$ cat src/rtl/core/sih_pkg.sv
// Shared constants, types and register codes of the spin-image histogram block.
package sih_pkg;

    localparam int BINS_PER_AXIS = 16;
    localparam int COUNT_WIDTH   = 20;
    localparam int BIN_W         = $clog2(BINS_PER_AXIS);
    localparam int HIST_DEPTH    = BINS_PER_AXIS * BINS_PER_AXIS;
    localparam int HIST_AW       = $clog2(HIST_DEPTH);

    localparam int COORD_W       = 32;
    localparam int DIFF_W        = 33;
    localparam int AXIS_W        = 18;
    localparam int INV_W         = 32;
    localparam int SEL_W         = 8;
    localparam int BIN_FIELD_W   = 4;
    localparam int COUNT_FIELD_W = 20;

    localparam int CFG_IDX_W     = 3;
    localparam int CFG_DATA_W    = 32;
    localparam int IN_DATA_W     = 104;
    localparam int OUT_DATA_W    = 32;

    localparam int QUEUE_DEPTH   = 2;
    localparam int QPTR_W        = $clog2(QUEUE_DEPTH);
    localparam int QCNT_W        = $clog2(QUEUE_DEPTH + 1);

    typedef enum logic [CFG_IDX_W-1:0] {
        CFG_CENTRE_X      = 3'd0,
        CFG_CENTRE_Y      = 3'd1,
        CFG_CENTRE_Z      = 3'd2,
        CFG_AXIS_X        = 3'd3,
        CFG_AXIS_Y        = 3'd4,
        CFG_AXIS_Z        = 3'd5,
        CFG_INV_BIN_WIDTH = 3'd6
    } cfg_index_t;

    typedef struct packed {
        logic signed [COORD_W-1:0] centre_x;
        logic signed [COORD_W-1:0] centre_y;
        logic signed [COORD_W-1:0] centre_z;
        logic signed [AXIS_W-1:0]  axis_x;
        logic signed [AXIS_W-1:0]  axis_y;
        logic signed [AXIS_W-1:0]  axis_z;
        logic [INV_W-1:0]          inv_bin_width;
    } cfg_t;

    // One classified item: offset magnitudes and signs, or a bin to read.
    typedef struct packed {
        logic                   kind;
        logic [SEL_W-1:0]       sel;
        logic [2:0]             neg;
        logic [2:0][DIFF_W-1:0] mag;
    } entry_t;

endpackage

$ cat src/rtl/core/sih_front.sv
// Front end: accepts input beats and turns points into offset magnitudes and signs.
module sih_front (
    input  logic                             s_tvalid,
    output logic                             s_tready,
    input  logic [sih_pkg::IN_DATA_W-1:0]    s_tdata,
    input  logic                             s_tuser,
    input  sih_pkg::cfg_t                    cfg,
    input  logic                             queue_full,
    output logic                             push,
    output sih_pkg::entry_t                  push_entry
);
    import sih_pkg::*;

    logic signed [COORD_W-1:0] pos [3];
    logic signed [COORD_W-1:0] ctr [3];
    logic signed [DIFF_W-1:0]  diff [3];

    assign pos[0] = s_tdata[COORD_W-1:0];
    assign pos[1] = s_tdata[2*COORD_W-1:COORD_W];
    assign pos[2] = s_tdata[3*COORD_W-1:2*COORD_W];
    assign ctr[0] = cfg.centre_x;
    assign ctr[1] = cfg.centre_y;
    assign ctr[2] = cfg.centre_z;

    assign s_tready = !queue_full;
    assign push     = s_tvalid && !queue_full;

    always_comb
    begin
        push_entry      = '0;
        push_entry.kind = s_tuser;
        push_entry.sel  = s_tdata[3*COORD_W+SEL_W-1:3*COORD_W];
        for (int i = 0; i < 3; i++)
        begin
            diff[i] = DIFF_W'(pos[i]) - DIFF_W'(ctr[i]);
            push_entry.neg[i] = diff[i][DIFF_W-1];
            push_entry.mag[i] = diff[i][DIFF_W-1] ? DIFF_W'(-diff[i]) : DIFF_W'(diff[i]);
        end
    end

endmodule

$ cat config.mk
export PLATFORM = sky130hd
export DESIGN_NAME = sih_front
export DESIGN_NICKNAME = d
export VERILOG_FILES = /design/src/rtl/core/sih_pkg.sv /design/src/rtl/core/sih_front.sv
export SDC_FILE = /design/constraint.sdc
export NUM_CORES = 1
export LEC_CHECK = 0
export BUFFER_PORTS_ARGS = -buffer_cell sky130_fd_sc_hd__buf_2
export CAP_MARGIN = 10
export CELL_PAD_IN_SITES_DETAIL_PLACEMENT = 1
export CELL_PAD_IN_SITES_GLOBAL_PLACEMENT = 1
export CORE_ASPECT_RATIO = 0.75
export CORE_UTILIZATION = 33
export DETAILED_ROUTE_END_ITERATION = 8
export PLACE_DENSITY = 0.82
export SLEW_MARGIN = 20
export SYNTH_ARGS = -nofsm -noshare
export SYNTH_HDL_FRONTEND = slang
export SYNTH_SLANG_ARGS = --single-unit
$ cat constraint.sdc
create_clock -name vclk -period 5.45
set_clock_uncertainty 0.2 [all_clocks]
set_input_delay 0.545 -clock vclk [all_inputs]
set_output_delay 0.545 -clock vclk [all_outputs]
set_load 0.05 [all_outputs]
# After elaboration in Yosys (flattened, before gate mapping)
# Cells that the tools add are included.
totals:
  mem_count: 0
  latch_bits: 0
  register_bits: 0
  romBits: 0
  in_bits: 289
  mem_bits_rw: 0
  output_inout_bits: 113
op_classes:
  multipliers: 0
  n_addsub: 6
  eq_ne: 0
  muxes: 3
  n_shift: 0
  order_cmp: 0
  n_div: 0
  n_bitwise: 0
  n_reduce_logical: 2
ops:
  columns: ["cell", "n"]
  rows:
  - ["$mux W33", 3]
  - ["$neg A33 Y33", 3]
  - ["$sub A32 B32 Y33", 3]
  - ["$logic_and A1 B1 Y1", 1]
  - ["$logic_not A1 Y1", 1]

# Longest topological paths before layout
logic_depth:
  ltp_word: 3
  depth_mapped: 15

# Least setup slack after synthesis
# OpenSTA, ideal clock, no wires.
synth_path:
  kind: "input to output"
  startpoint: "input port s_tdata[0] in the netlist's numbering"
  endpoint: "output port push_entry[32] in the netlist's numbering"
  arrival_time_ns: 5.066
  n_path_buf: 0
  path_stages: 13
  path_slack_ns: -0.361
  path_cell_list: "inv_1 ha_1 fa_1 nand2b_1 a211oi_1 o21ai_0 a21oi_1 xnor2_1 or4b_1 or3_1 nor3_4 nand2_1 nor4b_1"
synth_rtl:
  columns: ["item", "line", "rtl"]
  rows:
  - ["start: declaration", "sih_front.sv:5", "input logic [sih_pkg::IN_DATA_W-1:0] s_tdata,"]
  - ["end: declaration", "sih_front.sv:10", "output sih_pkg::entry_t push_entry"]

==> metrics.md <==
| Metric | Value |
|---|---|
| Final net count | `1933` |
| Remaining DRCs | `0` |
| Peak ir drop on the vdd network | `0.000216 V` |
| Clk pwr share | `0%` |
| First-pass GRT wire length | `50700 um` |
| Share of cells above drive strength 1 | `23.1%` |
| WP buf/inv | `4` |
| Sequential area share after synthesis | `0%` |
| Period minus WS final | `5.25 ns` |
| Die area | `25800 um^2` |
| Comb pwr share | `100.0%` |
| Setup TNS Final | `0 ns` |
| Worst EP required | `4.70 ns` |
| Syn. warnings | `0` |
| P_int | `728 uW` |
| Largest net degree at the start of global routing | `25` |
| Post-CTS sizing | `0` |
| Critical Path AT | `4.51 ns` |
| Starting density of the core | `34.1%` |
| Post-synth top area cell | `ha_1` |
| FFs & Latches | `0` |
| Via density | `5.51` |
| Sw Share | `71.8%` |
| Syn Area/Cell | `6.51 um^2` |
| Pleak | `0.00494 uW` |
| Num rows | `49` |
| Via count | `10300` |
| Syn Inst Count | `1277` |
| Area of the core | `24300 um^2` |
| Slew @ Worst Pin | `0.651 ns` |
| Seq pwr share | `0%` |
| Vias in the first global route | `10100` |
| Fillers | `3287` |
| Final Max Tran Viols | `0` |
| Number of antenna violations at the first check in global routing | `4` |
| Largest cells by area after synthesis | `ha_1 15%, xnor2_1 11%, a21oi_1 6.6%` |
| Worst min path class | `in -> out` |
| Dpl hpwl | `28200 um` |
| Die Span Y | `139 um` |
| CP max FO | `5` |
| Net Count, Synth | `1668` |
| Slowest CP cell | `or4b_4` |
| Crit path launch type | `input pin` |
| Worst path max stage delay | `0.59 ns` |
| Commonest cells in the netlist | `136 x inv_1, 110 x a21oi_1, 108 x nand2_1` |
| GRT Util Overall | `23.6%` |
| Setup crit end kind | `output pin` |
| Top delay family on crit path | `simple AND/OR/NAND/NOR gates` |
| Final Hold Viols | `0` |
| Syn-to-layout area delta | `22.1%` |
| Top-area cell type share of the netlist area | `14.9%` |
| GPL Wtd Cong | `0.925` |
| Setup Buffers After CTS | `0` |
| Slew headroom | `56.2%` |
| RSZ-0062 raised after global routing | `no` |
| # port buffers | `298` |
| Pwr/cell area | `254 nW/um^2` |
| Count leader, synth | `inv_1` |
| Drt first pass iters | `5` |
| Final worst setup slack | `0.199 ns` |
| Antenna viol nets, final | `0` |
| FF+latch area | `0 um^2` |
| Fin crit share | `96.3%` |
| Status | `finished, final reports clean` |
| GRT overflow | `0` |
| Setup CP Type | `in -> out` |
| Final setup viols | `0` |
| Cell Chain, Critical Path | `buf_2 -> inv_1 -> ha_1 -> fa_1 -> nand2b_1 -> a211oi_1 -> buf_4 -> o211ai_1 -> o21ai_0 -> xnor2_1 -> nand2_1 -> or4b_4 -> nor4_2 -> a21oi_1 -> xnor2_1 -> buf_2` |
| Synth cell types | `81` |
| I/O pin total | `402` |
| Synth Cell Area | `8310 um^2` |
| Max-cap viol count | `0` |
| Clock buf count | `0` |
| Total routed wirelength | `32100 um` |
| Pre-CTS WS | `0.226 ns` |
| Max Freq | `0.190 GHz` |
| Die Wd | `185 um` |
| # hold bufs at CTS | `0` |
| NetSw | `1850 uW` |
| Routed length per placed instance | `17.1 um` |
| DRT iter0 DRCs | `597` |
-- power by group through the flow --
stage	Combinational [uW]	Sequential [uW]	Clock, uW
CTS	2560	0	0
global route	2740	0	0.0000984
finish	2580	0	0.0000986
floorplan	1940	0	0
global placement	2510	0	0
detailed placement	2550	0	0
-- area by class of cell --
type | instances | area, um^2 | share of cell area (%)
diodes | 4 | 10.0 | 0.0986
repair buffers | 312 | 1600 | 15.7
multi-input cells | 1092 | 7620 | 75.1
well taps | 331 | 414 | 4.08
inverters | 136 | 510 | 5.03
-- through the flow --
| stage | hold slack (ns) | power [uW] | util, % | std cells | area, um^2 |
|---|---|---|---|---|---|
| 2_1_floorplan | 1.06 | 1940 | - | 1277 | 8320 |
| 3_3_place_gp | 0.890 | 2510 | 41.5 | 1871 | 10100 |
| 3_5_place_dp | 0.890 | 2550 | 41.5 | 1871 | 10100 |
| 4_1_cts | 0.890 | 2560 | 41.5 | 1871 | 10100 |
| 5_1_grt | 0.890 | 2740 | 41.7 | 1875 | 10100 |
| 6_report | 0.890 | 2580 | 41.7 | 1875 | 10100 |
-- logic make-up after synthesis --
| family | count (synthesis) | synth area share (%) |
|---|---|---|
| xor gates and xnor gates | 159 | 16.8 |
| and+or+nand+nor | 417 | 25.8 |
| adders and majority gates | 102 | 15.6 |
| AOI/OAI and AO/OA | 407 | 32.1 |
| buffers and inverters | 185 | 8.85 |
| muxes | 7 | 0.858 |
-- worst paths after layout --
check,to,slack (ns),cells past startpoint,from
worst max-delay path,push_entry[25],0.20,16,s_tdata[0]
worst min-delay path,push_entry[102],0.89,0,s_tdata[96]
-- layer usage --
metal	GRT usage, %	wire length [um]	vias to the layer above	part of all wire [%]
li1	-	-	5105	-
met4	5.00	616	0	1.9
met3	1.81	1540	38	4.8
met2	37.4	14000	329	43
met5	0	0	-	0
met1	34.4	16000	4861	50
-- cell usage in the layout (no fill, tap or decap), types with 13 or more instances in the layout --
cell type  instances
o211ai_1          13
a211oi_1          16
nor2_1           106
buf_2            298
a21o_1            22
xnor2_1          106
nor3_1            21
nor2b_1           19
a21oi_1          110
o21a_1            21
a31oi_1           23
or3_1             14
and3_1            16
nand4_1           23
nand3_1           24
nand2_1          108
o21bai_1          20
ha_1              99
inv_1            136
o21ai_0           83
buf_4             14
xor2_1            53
or2_2             13
No activity file was read; power rests on OpenSTA's default activity.
