File: config.mk
export PLATFORM = sky130hd
export DESIGN_NAME = sih_queue
export DESIGN_NICKNAME = d
export VERILOG_FILES = /design/src/rtl/core/sih_pkg.sv /design/src/rtl/core/sih_queue.sv
export SDC_FILE = /design/constraint.sdc
export NUM_CORES = 1
export LEC_CHECK = 0
export BUFFER_PORTS_ARGS = -buffer_cell sky130_fd_sc_hd__buf_2
export CELL_PAD_IN_SITES_DETAIL_PLACEMENT = 0
export CELL_PAD_IN_SITES_GLOBAL_PLACEMENT = 2
export CORE_UTILIZATION = 38
export DETAILED_ROUTE_END_ITERATION = 8
export GPL_TIMING_DRIVEN = 0
export HOLD_SLACK_MARGIN = 0.05
export PLACE_DENSITY = 0.89
export SKIP_LAST_GASP = 1
export SLEW_MARGIN = 20
export SYNTH_ARGS = -nofsm -noshare
export SYNTH_HDL_FRONTEND = slang
export SYNTH_SLANG_ARGS = --single-unit
File: constraint.sdc
create_clock -name clk -period 7.64 [get_ports clk]
set_clock_uncertainty 0.15 [all_clocks]
set_input_delay 1.528 -clock clk [delete_from_list [all_inputs] [get_ports clk]]
set_output_delay 1.528 -clock clk [all_outputs]
set_load 0.1 [all_outputs]
File: src/rtl/core/sih_pkg.sv
// Shared constants, types and register codes of the spin-image histogram block.
package sih_pkg;

    localparam int BINS_PER_AXIS = 16;
    localparam int COUNT_WIDTH   = 20;
    localparam int BIN_W         = $clog2(BINS_PER_AXIS);
    localparam int HIST_DEPTH    = BINS_PER_AXIS * BINS_PER_AXIS;
    localparam int HIST_AW       = $clog2(HIST_DEPTH);

    localparam int COORD_W       = 32;
    localparam int DIFF_W        = 33;
    localparam int AXIS_W        = 18;
    localparam int INV_W         = 32;
    localparam int SEL_W         = 8;
    localparam int BIN_FIELD_W   = 4;
    localparam int COUNT_FIELD_W = 20;

    localparam int CFG_IDX_W     = 3;
    localparam int CFG_DATA_W    = 32;
    localparam int IN_DATA_W     = 104;
    localparam int OUT_DATA_W    = 32;

    localparam int QUEUE_DEPTH   = 2;
    localparam int QPTR_W        = $clog2(QUEUE_DEPTH);
    localparam int QCNT_W        = $clog2(QUEUE_DEPTH + 1);

    typedef enum logic [CFG_IDX_W-1:0] {
        CFG_CENTRE_X      = 3'd0,
        CFG_CENTRE_Y      = 3'd1,
        CFG_CENTRE_Z      = 3'd2,
        CFG_AXIS_X        = 3'd3,
        CFG_AXIS_Y        = 3'd4,
        CFG_AXIS_Z        = 3'd5,
        CFG_INV_BIN_WIDTH = 3'd6
    } cfg_index_t;

    typedef struct packed {
        logic signed [COORD_W-1:0] centre_x;
        logic signed [COORD_W-1:0] centre_y;
        logic signed [COORD_W-1:0] centre_z;
        logic signed [AXIS_W-1:0]  axis_x;
        logic signed [AXIS_W-1:0]  axis_y;
        logic signed [AXIS_W-1:0]  axis_z;
        logic [INV_W-1:0]          inv_bin_width;
    } cfg_t;

    // One classified item: offset magnitudes and signs, or a bin to read.
    typedef struct packed {
        logic                   kind;
        logic [SEL_W-1:0]       sel;
        logic [2:0]             neg;
        logic [2:0][DIFF_W-1:0] mag;
    } entry_t;

endpackage

File: src/rtl/core/sih_queue.sv
// Short queue between the front end and the histogram engine.
module sih_queue (
    input  logic            clk,
    input  logic            rst_n,
    input  logic            push,
    input  sih_pkg::entry_t push_entry,
    output logic            full,
    input  logic            pop,
    output logic            empty,
    output sih_pkg::entry_t head
);
    import sih_pkg::*;

    entry_t            slot_reg [QUEUE_DEPTH];
    logic [QPTR_W-1:0] wr_ptr_reg;
    logic [QPTR_W-1:0] rd_ptr_reg;
    logic [QCNT_W-1:0] count_reg;

    assign full  = (count_reg == QCNT_W'(QUEUE_DEPTH));
    assign empty = (count_reg == '0);
    assign head  = slot_reg[rd_ptr_reg];

    always_ff @(posedge clk)
    begin
        if (push)
        begin
            slot_reg[wr_ptr_reg] <= push_entry;
        end
    end

    always_ff @(posedge clk or negedge rst_n)
    begin
        if (!rst_n)
        begin
            wr_ptr_reg <= '0;
            rd_ptr_reg <= '0;
            count_reg  <= '0;
        end
        else
        begin
            if (push)
            begin
                wr_ptr_reg <= (int'(wr_ptr_reg) == QUEUE_DEPTH - 1) ? '0 : wr_ptr_reg + 1'b1;
            end
            if (pop)
            begin
                rd_ptr_reg <= (int'(rd_ptr_reg) == QUEUE_DEPTH - 1) ? '0 : rd_ptr_reg + 1'b1;
            end
            if (push && !pop)
            begin
                count_reg <= count_reg + 1'b1;
            end
            else if (pop && !push)
            begin
                count_reg <= count_reg - 1'b1;
            end
        end
    end

endmodule

# == Word-level counts from Yosys, hierarchy flattened ==
# Memories as Yosys holds them, arrays and structs flattened.
# Cells that the tools add are included.
# op_classes
add_sub_neg,4
eq_ne,1
mux,6
n_reduce_logical,6
# ops
cell,n
two-way mux 1 bit,4
two-way mux 2 bit,2
adder 1 bit (second input constant),2
adder 2 x 1 -> 2 bit (second input constant),1
== test 2 bit (second input constant),1
logical AND 1 bit,2
zero test 1 bit,2
zero test 2 bit,1
nonzero test 2 bit,1
subtractor 2 x 1 -> 2 bit (second input constant),1
# totals
ff_bits,4
mem_bits_rw,222
input_bits,115
word_cells,21
n_memories,1
# memory_table
name,depth,word_bits,rd,rd_ports_with_merged_regs,wr,line,text
slot_reg,2,111,1,0,1,sih_queue.sv:14,entry_t slot_reg [QUEUE_DEPTH];

# == Longest topological paths before layout ==
# logic_depth
ltp_word,4
depth_mapped,5

# == Worst setup path after synthesis ==
# OpenSTA, ideal clock, no wires.
# synth_timing
path_type,in2reg
start,input push
end,memory slot_reg[0][0] in the netlist's numbering (enable)
setup_ns,0.595
arrival_time_ns,6.350
path_slack_ns,0.545
stages,1
path_buffers,0
cell_sequence,nor2b_1
# synth_between
elab_chain_cells,2
# synth_lines
item,line,text
from (decl),sih_queue.sv:5,"input logic push,"
two-way mux 1 bit,sih_queue.sv:25,if (push)
two-way mux 1 bit (implied by the code),sih_queue.sv:27,slot_reg[wr_ptr_reg] <= push_entry;
to (decl),sih_queue.sv:14,
# No other way between the ends.

==> results.toml <==
[status]
outcome = "complete, no violations"

[critical_path]
worstSetupEndpointType = "output port"
worst-path-buf-inv = 3
critical_path.max_stage_delay_ps = 380
critical_path.max_fanout = 10
path_cells = "buf_4 > buf_6 > mux2_2 > buf_2"
worst-endpoint-arrival_ps = 2020
cpLargestDelayFamily = "buffers and inverters"
timing.critical_path.from_type = "flip-flop"
worstPathRequired_ps = 5960
setup.worst_path.class = "flip-flop to output port"
critical_path.slowest_cell = "sky130_fd_sc_hd__dfrtp_1"

[layout]
final_nets = 736
final_layout_size_suffix_gt1_frac = 0.607
layout_commonest_cell = "sky130_fd_sc_hd__buf_2"
most-common-layout-cells = "230 x sky130_fd_sc_hd__buf_2, 222 x sky130_fd_sc_hd__edfxtp_1, 111 x sky130_fd_sc_hd__mux2_2, 23 x sky130_fd_sc_hd__clkbuf_16, 9 x sky130_fd_sc_hd__clkinv_1"
num-fill-cells = 1743
area.sequential_sq_um = 6770
antennaDiodeCount = 0
largest_reg_flops = 222
area_growth_syn_to_layout_pct = 28.0
multi_input_area_sq_um = 1340

[timing]
maxSlewViolCount = 0
slew-limit-headroom = 0.647
setup-tns-final_ps = 0
final_hold_fails = 0
final-setup-viol-count = 0
hold_slack_ps = 355
timing.final.crit_period_ps = 3700
maxClockFrequency_ghz = 0.270
grt_setup_unrepaired = "no"
worst_pin_slew_ps = 528
layout_worst_path_cycle_share = 0.484

[yosys]
ys.warnings.count = 0
synth.yosys.seq_area_share = 0.824
synth_seq_cells = 226
post_synth_num_cell_types = 13
synth_nets = 477
syn_area_sq_um = 8220
syn_inst = 361
syn_avg_cell_area_sq_um = 22.8

[grt]
global_route.overflow_total = 0
grt_pass1_wl_mm = 23.6
number_of_global_route_vias_before_repair = 4552
largest_net_degree_at_the_start_of_global_routing = 54
globalRouteTotalUtil = 0.137
antenna_found_initial = 1

[die]
die_w_microns = 149
floorplan.initialDensity = 0.390
floorplan.rows = 53
dieArea_sq_um = 22200
floorplan.die.height_microns = 149
coreArea_sq_um = 21100
floorplan.io_pins = 228

[cts]
htree_num_levels = 1
clock_insertion_delay_at_the_later_pin_of_the_skew_report_ps = 500
cts_setup_buffers = 0
cts-root-to-sink-buffers = 3
cts_resized = 0
cts-buffers-inserted = 23
postCtsHoldBufs = 0
clock_sink_count = 226
cts_tree = "built"
clock_pin_slew_of_the_registers_on_the_worst_case_setup_and_hold_paths_ps = 60
clk_root_buffer_cell = "sky130_fd_sc_hd__clkbuf_16"

[drt]
routed_wirelength_mm = 15.5
ant_nets = 0
first_pass_drt_iterations = 4
via_count = 4231
drt_iter0_markers = 143
drc = 0
viasPerCell = 4.65
avgRoutedWirePerCell_microns = 17.1

[placed_design]
port-buffer-count = 227
routability_congestion = 0.715
detailed_place_hpwl_mm = 10.8

[min_path]
hold_path.class = "flip-flop to flip-flop"

[job]
maxCapViolCount = 0
synthesized netlist by cell type:
library cell / count / area share
sky130_fd_sc_hd__inv_1: 1 / 0.00046
sky130_fd_sc_hd__mux2_2: 111 / 0.15
sky130_fd_sc_hd__buf_6: 8 / 0.011
sky130_fd_sc_hd__buf_4: 1 / 0.00091
sky130_fd_sc_hd__edfxtp_1: 222 / 0.81
sky130_fd_sc_hd__dfrtp_1: 4 / 0.012
sky130_fd_sc_hd__nor2b_1: 2 / 0.0015
sky130_fd_sc_hd__buf_2: 3 / 0.0018
sky130_fd_sc_hd__and2_1: 1 / 0.00076
sky130_fd_sc_hd__xor2_1: 4 / 0.0043
sky130_fd_sc_hd__xnor2_1: 1 / 0.0011
sky130_fd_sc_hd__ha_1: 1 / 0.0015
sky130_fd_sc_hd__nor2_1: 2 / 0.00091
cells by family (layout without fill, tap and decap cells):
logic type	count (synthesis)	count (layout)	synth area share
AND/OR/NAND/NOR	5	5	0.00320
buffers and inverters	13	286	0.0142
adder cells (fa/ha/maj)	1	1	0.00152
flip-flops	226	226	0.824
XOR/XNOR	5	5	0.00533
multiplexers	111	111	0.152
routing by layer:
metal	part of all wire	GRT usage
met1	0.38	0.160
met5	0.00084	0
met4	0.025	0.0439
met3	0.090	0.0453
met2	0.51	0.239
final cells by class:
class | count | area share
Sequential cell | 226 | 0.643
Multi-Input combinational cell | 122 | 0.128
Timing Repair Buffer | 234 | 0.124
Clock buffer | 27 | 0.0561
Tap cell | 275 | 0.0327
Buffer | 12 | 0.0107
Clock inverter | 12 | 0.00500
Inverter | 1 | 0.000357
stage by stage:
step | utilization | cells | cell area [sq um] | setup WS (ps)
2_1_floorplan | - | 361 | 8220 | 545
3_3_place_gp | 0.460 | 863 | 9700 | -2090
3_5_place_dp | 0.468 | 870 | 9880 | 4420
4_1_cts | 0.499 | 909 | 10500 | 3870
5_1_grt | 0.499 | 909 | 10500 | 3840
6_report | 0.499 | 909 | 10500 | 3940
final timing paths:
kind	start	endpoint	slack [ps]	cells past startpoint
setup / recovery	rd_ptr_reg$_DFFE_PN0P_	head[76]	3940	4
hold / removal	count_reg[1]$_DFFE_PN0P_	count_reg[1]$_DFFE_PN0P_	360	1
setup reg to reg	wr_ptr_reg$_DFFE_PN0P_	slot_reg[0][38]$_DFFE_PP_	5700	4
hold reg to reg	count_reg[1]$_DFFE_PN0P_	count_reg[1]$_DFFE_PN0P_	360	1
max in group asynchronous	rst_n	rd_ptr_reg$_DFFE_PN0P_	6530	1
min in group asynchronous	rst_n	wr_ptr_reg$_DFFE_PN0P_	680	1
worst reg2reg max path, cell delays in order, from the launching register on:
cell and delay (ps):
sky130_fd_sc_hd__dfrtp_1 430, sky130_fd_sc_hd__nor2b_4 460, sky130_fd_sc_hd__buf_16 230, sky130_fd_sc_hd__buf_16 170, sky130_fd_sc_hd__buf_16 180
Power is left out: the tool's default activity adds up to more than one toggle a clock period on the data nets, which glitch-free logic cannot reach.
